===== src/rtl/core/nbpf_pkg.sv =====
// Shared types and constants for the pairwise force sum core.
// Used by the channel interfaces, the controller, the datapath and the top level.
package nbpf_pkg;

    localparam int MaxBodies = 2048;

    localparam int PosW     = 24;
    localparam int MassW    = 16;
    localparam int IdxW     = 11;
    localparam int ForceW   = 40;
    localparam int GravW    = 20;
    localparam int LimW     = 24;
    localparam int CountW   = 12;
    localparam int CfgIdxW  = 2;
    localparam int CfgDataW = 24;

    localparam int DiffW = PosW + 1;
    localparam int SqW   = 2 * PosW + 1;
    localparam int D2W   = SqW + 1;
    localparam int GmW   = GravW + MassW;
    localparam int NumW  = GmW + MassW;
    localparam int QW    = 24;
    localparam int BitW  = 49;
    localparam int RootW = 50;
    localparam int DistW = 26;
    localparam int ProdW = DistW + QW - 1;
    localparam int DrW   = NumW + 16;
    localparam int DdenW = D2W + QW - 1;

    localparam int RootSteps = 25;
    localparam int DivSteps  = 24;
    localparam int CntW      = 5;

    localparam logic [CfgIdxW-1:0] CFG_BODY_COUNT  = 2'd0;
    localparam logic [CfgIdxW-1:0] CFG_GRAVITY     = 2'd1;
    localparam logic [CfgIdxW-1:0] CFG_FORCE_LIMIT = 2'd2;

    localparam logic KIND_LOAD  = 1'b0;
    localparam logic KIND_QUERY = 1'b1;

    localparam logic [CountW-1:0] BodyCountReset = 12'd2048;
    localparam logic [GravW-1:0]  GravityReset   = 20'd43740;
    localparam logic [LimW-1:0]   LimitReset     = 24'd196608;

    typedef enum logic [3:0] {
        S_IDLE, S_HOME, S_NEXT, S_DIFF, S_SQ, S_SUM, S_CHK,
        S_ITER, S_MAG, S_MUL, S_CDIV, S_ACC, S_DONE
    } t_state;

    typedef struct packed {
        logic rd_input;
        logic query_start;
        logic load_we;
        logic home_load;
        logic j_inc;
        logic diff_load;
        logic sq_load;
        logic sum_load;
        logic iter_init;
        logic root_step;
        logic div_step;
        logic mag_load;
        logic mul_load;
        logic cdiv_step;
        logic acc_add;
        logic seen_set;
        logic out_load;
    } t_cmd;

    typedef struct packed {
        logic idx_ok;
        logic j_end;
        logic j_home;
        logic d2_zero;
    } t_stat;

endpackage


===== src/rtl/core/nbpf_ctrl.sv =====
// Sequencer for loads and queries: walks the body table one pair at a time.
// Depends on nbpf_pkg for the state, command and status types.
module nbpf_ctrl (
    input  logic            i_clk,
    input  logic            i_rst_n,
    input  logic            i_in_valid,
    input  logic            i_in_kind,
    output logic            o_in_ready,
    output logic            o_out_valid,
    input  logic            i_out_ready,
    input  nbpf_pkg::t_stat i_stat,
    output nbpf_pkg::t_cmd  o_cmd
);

    nbpf_pkg::t_state r_state, n_state;
    logic [nbpf_pkg::CntW-1:0] r_cnt, n_cnt;
    logic r_out_valid, n_out_valid;
    logic accept;

    always_ff @(posedge i_clk) begin
        if (!i_rst_n) begin
            r_state     <= nbpf_pkg::S_IDLE;
            r_cnt       <= '0;
            r_out_valid <= 1'b0;
        end else begin
            r_state     <= n_state;
            r_cnt       <= n_cnt;
            r_out_valid <= n_out_valid;
        end
    end

    assign o_in_ready  = (r_state == nbpf_pkg::S_IDLE);
    assign o_out_valid = r_out_valid;
    assign accept      = i_in_valid && o_in_ready;

    always_comb begin
        n_state     = r_state;
        n_cnt       = r_cnt;
        n_out_valid = r_out_valid && !i_out_ready;
        o_cmd       = '0;
        case (r_state)
            nbpf_pkg::S_IDLE: begin
                o_cmd.rd_input = 1'b1;
                if (accept && i_in_kind == nbpf_pkg::KIND_LOAD) begin
                    o_cmd.load_we = 1'b1;
                end
                if (accept && i_in_kind == nbpf_pkg::KIND_QUERY) begin
                    o_cmd.query_start = 1'b1;
                    n_state = i_stat.idx_ok ? nbpf_pkg::S_HOME : nbpf_pkg::S_DONE;
                end
            end
            nbpf_pkg::S_HOME: begin
                o_cmd.home_load = 1'b1;
                n_state = nbpf_pkg::S_NEXT;
            end
            nbpf_pkg::S_NEXT: begin
                if (i_stat.j_end) begin
                    n_state = nbpf_pkg::S_DONE;
                end else if (i_stat.j_home) begin
                    o_cmd.j_inc = 1'b1;
                end else begin
                    n_state = nbpf_pkg::S_DIFF;
                end
            end
            nbpf_pkg::S_DIFF: begin
                o_cmd.diff_load = 1'b1;
                n_state = nbpf_pkg::S_SQ;
            end
            nbpf_pkg::S_SQ: begin
                o_cmd.sq_load = 1'b1;
                n_state = nbpf_pkg::S_SUM;
            end
            nbpf_pkg::S_SUM: begin
                o_cmd.sum_load = 1'b1;
                n_state = nbpf_pkg::S_CHK;
            end
            nbpf_pkg::S_CHK: begin
                n_cnt = '0;
                if (i_stat.d2_zero) begin
                    // Coincident pair: flag it and move on to the next body.
                    o_cmd.seen_set = 1'b1;
                    o_cmd.j_inc    = 1'b1;
                    n_state = nbpf_pkg::S_NEXT;
                end else begin
                    o_cmd.iter_init = 1'b1;
                    n_state = nbpf_pkg::S_ITER;
                end
            end
            nbpf_pkg::S_ITER: begin
                o_cmd.root_step = 1'b1;
                o_cmd.div_step  = (r_cnt < nbpf_pkg::CntW'(nbpf_pkg::DivSteps));
                n_cnt = r_cnt + 1'b1;
                if (r_cnt == nbpf_pkg::CntW'(nbpf_pkg::RootSteps - 1)) begin
                    n_state = nbpf_pkg::S_MAG;
                end
            end
            nbpf_pkg::S_MAG: begin
                o_cmd.mag_load = 1'b1;
                n_state = nbpf_pkg::S_MUL;
            end
            nbpf_pkg::S_MUL: begin
                o_cmd.mul_load = 1'b1;
                n_cnt = '0;
                n_state = nbpf_pkg::S_CDIV;
            end
            nbpf_pkg::S_CDIV: begin
                o_cmd.cdiv_step = 1'b1;
                n_cnt = r_cnt + 1'b1;
                if (r_cnt == nbpf_pkg::CntW'(nbpf_pkg::DivSteps - 1)) begin
                    n_state = nbpf_pkg::S_ACC;
                end
            end
            nbpf_pkg::S_ACC: begin
                o_cmd.acc_add = 1'b1;
                o_cmd.j_inc   = 1'b1;
                n_state = nbpf_pkg::S_NEXT;
            end
            nbpf_pkg::S_DONE: begin
                if (!r_out_valid || i_out_ready) begin
                    o_cmd.out_load = 1'b1;
                    n_out_valid = 1'b1;
                    n_state = nbpf_pkg::S_IDLE;
                end
            end
            default: begin
                n_state = nbpf_pkg::S_IDLE;
            end
        endcase
    end

endmodule


===== config.mk =====
export PLATFORM = sky130hd
export DESIGN_NAME = nbpf_ctrl
export DESIGN_NICKNAME = d
export VERILOG_FILES = /design/src/rtl/core/nbpf_pkg.sv /design/src/rtl/core/nbpf_ctrl.sv
export SDC_FILE = /design/constraint.sdc
export NUM_CORES = 1
export LEC_CHECK = 0
export BUFFER_PORTS_ARGS = -buffer_cell sky130_fd_sc_hd__buf_2
export CAP_MARGIN = 0
export CORE_MARGIN = 2
export CORE_UTILIZATION = 25
export DETAILED_ROUTE_END_ITERATION = 10
export PLACE_DENSITY = 0.49
export SYNTH_ARGS = -nofsm -noshare
export SYNTH_HDL_FRONTEND = slang
export SYNTH_SLANG_ARGS = --single-unit

===== constraint.sdc =====
create_clock -name i_clk -period 1.6 [get_ports i_clk]
set_input_delay 0.4 -clock i_clk [delete_from_list [all_inputs] [get_ports i_clk]]
set_output_delay 0.4 -clock i_clk [all_outputs]
set_load 0.03 [all_outputs]

==> flow_metrics.py <==
metrics = {
    "outcome": {
        "status": "finished with violations",
        "violations": "setup timing",
    },
    "sta": {
        "fin_crit_ns": 1.839,
        "fmax_mhz": 543.8,
        "fin_crit_sh_pct": 114.9,
        "slew_headroom_pct": 80.78,
        "setup_slack_ns": -0.2388,
        "grt_setup_unrepaired": "true",
        "hold_violations": 0,
        "worstMarginPinSlew_ns": 0.2862,
        "slew_viol_final": 0,
        "setup_viol": 17,
        "fin_worst_skew_ns": 0.0003312,
    },
    "logic_synthesis": {
        "synth_area_per_cell_um2": 7.742,
        "yosys_warnings": 0,
        "post_synth_instance_area_um2": 905.9,
        "synth_cell_types": 45,
        "yosysSeqAreaShare_pct": 22.10,
        "ys_seq_elements": 10,
        "syn-num-nets": 128,
        "synthCells": 117,
    },
    "global_routing": {
        "grt_pass1_vias": 982,
        "grt.busiest_layer": "met2",
        "grt_overflow": 0,
        "grt_max_degree": 12,
        "grt_antenna_before_repair": 0,
        "grtUsageMet1_pct": 18.64,
        "grt_use_total_pct": 13.70,
        "globalRouteMet2Util_pct": 22.92,
        "grt_pass1_wl_um": 4547,
        "gr-usage-met3_pct": 3.345,
    },
    "cts": {
        "cts-htree-levels": 1,
        "cts_sinks": 10,
        "cts_made_buffers": 3,
        "ctsHoldBuffers": 0,
        "clk_latency_ns": 0.27,
        "clk_pin_slew_ns": 0.06,
        "clockRootBuffer": "clkbuf_4",
        "clock_path_buffers": 2,
        "cts_tree": "yes",
    },
    "critical_path": {
        "path_max_fanout": 6,
        "cp-start-kind": "flop",
        "criticalPathCategory": "reg -> out",
        "worstPathRequired_ns": 1.20,
        "end_kind": "output port",
        "cp.arrival_ns": 1.44,
    },
    "placed_design": {
        "dp_hpwl_um": 2031,
        "place_ws_ns": -0.1311,
        "numPlacedInstances": 210,
        "portBuffers": 27,
        "place_congestion": 0.8393,
    },
    "floorplanning": {
        "placementRows": 21,
        "start_util_pct": 26.52,
        "dieArea_mm2": 0.004121,
        "die_w_um": 64.20,
        "io_pins": 28,
        "core_area_mm2": 0.003416,
        "die_h_um": 64.20,
    },
    "min_path": {
        "min_path_type": "in -> reg",
    },
    "routing": {
        "wl_per_cell_um": 12.38,
        "drc_errors": 0,
        "avgViaCountPerCell": 4.691,
        "dr.pass1.iters": 4,
        "drtIter0Drc": 21,
        "vias": 1046,
        "ant_nets": 0,
        "wirelength_um": 2760,
    },
    "power_and_ir_drop": {
        "ir_worst_vdd_mv": 1.595,
        "power.leakage_nw": 0.7016,
        "pwr_density_cell_mw_per_mm2": 1431,
    },
    "run": {
        "cap_violations": 0,
    },
    "cells_and_area": {
        "num_antenna_cells": 0,
        "finalNetCount": 190,
        "layout-drive-gt1-share_pct": 60.45,
        "area_growth_syn_to_layout_pct": 81.49,
        "fill_cells": 341,
        "final_cells": 223,
    },
}
## sequential cells by signal (all words and copies together) (netlist names)
register,flops
r_cnt,5
r_state,4
o_out_valid,1
## path summary, 6_finish.rpt
path / slack, ns / end / startpoint / depth (start not counted)
setup reg to reg: 0.01 / r_cnt[3] / r_state[0] / 7
setup / recovery: -0.24 / o_cmd[12] / r_state[2] / 5
hold / removal: 0.45 / r_cnt[2] / i_rst_n / 2
hold reg to reg: 0.58 / r_cnt[1] / r_cnt[1] / 3
## layout by cell type (no fill, tap or decap), types with 4 or more instances in the layout
cell type and count:
inv_1 6, buf_6 20, nand2_1 12, a21oi_1 4, nor2_4 4, buf_2 12
dfxtp_4 4, dfxtp_1 6, buf_4 33, nor2_1 15
## worst max-delay path: stages (launching register included)
cell	delay, ns
dfxtp_4	0.38
buf_6	0.14
nand2_4	0.10
nor4_4	0.05
or3b_4	0.37
buf_6	0.14
## logic make-up (layout without fill, tap and decap cells)
logic type	Yosys count	count (layout)	synth area share, %
buffers and inverters	16	76	10.22
XOR/XNOR	1	1	0.9670
AND/OR/NAND/NOR	63	63	38.95
AO/OA/AOI/OAI	24	24	23.76
flip-flops	10	10	22.10
adder cells (fa/ha/maj)	2	2	2.762
multiplexers	1	1	1.243
## synth_stat cells, drive strengths merged
| cell | number | area share (%) |
|---|---|---|
| o41ai | 2 | 3.6 |
| dfxtp | 10 | 22 |
| nand3 | 3 | 2.2 |
| nand2b | 3 | 2.1 |
| o22ai | 1 | 1.4 |
| nor2b | 4 | 3.9 |
| a21boi | 1 | 0.83 |
| a22oi | 1 | 1.4 |
| xnor2 | 1 | 0.97 |
| buf | 8 | 6.9 |
| a221oi | 1 | 0.97 |
| and2 | 1 | 0.97 |
| a21oi | 4 | 2.2 |
| nor4 | 3 | 3.7 |
| and2b | 1 | 0.83 |
| nand2 | 14 | 6.1 |
| o22a | 1 | 0.97 |
| a31o | 1 | 0.97 |
| nand4b | 2 | 1.9 |
| a211oi | 1 | 0.83 |
| o211a | 2 | 2.2 |
| and4b | 1 | 1.1 |
| clkbuf | 1 | 0.41 |
| ha | 2 | 2.8 |
| nor3 | 8 | 4.4 |
| or3b | 1 | 0.97 |
| o211ai | 3 | 2.5 |
| nor2 | 20 | 9.1 |
| o21ai | 4 | 3.5 |
| and3 | 1 | 0.69 |
| inv | 7 | 2.9 |
| nor4b | 1 | 0.97 |
| mux2 | 1 | 1.2 |
| o221a | 2 | 2.5 |
## area by class of cell
type / count / area (um2) / area share [%]
Sequential cell: 10 / 215.2 / 13.09
Multi-Input combinational cell: 91 / 769.5 / 46.80
Timing Repair Buffer: 66 / 553.0 / 33.64
Clock buffer: 3 / 22.52 / 1.370
Tap cell: 46 / 57.56 / 3.501
Inverter: 7 / 26.28 / 1.598
## per-layer routing
metal	vias to the layer above	wire length, um
li1	534	-
met1	495	1310
met2	15	1350
met3	2	94
met4	0	5
met5	-	0
## power by group
part	switching (mW)	internal (mW)	leakage (nW)
Sequential	0.107	0.312	0.0839
Clock	0.0872	0.0871	0.0138
Combinational	0.897	0.863	0.604
## per-stage QoR
stage	util [%]	instance area (um2)	TNS [ns]	hold WS, ns	total power, mW
floorplan	-	1010	-0.8042	0.5475	1.375
global placement	39.49	1349	-0.5393	0.5650	1.755
detailed placement	39.49	1349	-0.6694	0.5757	1.760
CTS	46.52	1589	-1.713	0.4467	2.265
global route	48.13	1644	-3.186	0.4510	2.502
finish	48.13	1644	-1.960	0.4495	2.353
## repair_timing
| item | in CTS | in global routing |
|---|---|---|
| buffers inserted | 7 | 3 |
| resized for setup | 49 | 7 |
| pin swaps | 3 | 3 |
| setup endpoints to repair | 22 | 18 |
Power figures use the tool's default switching activity.
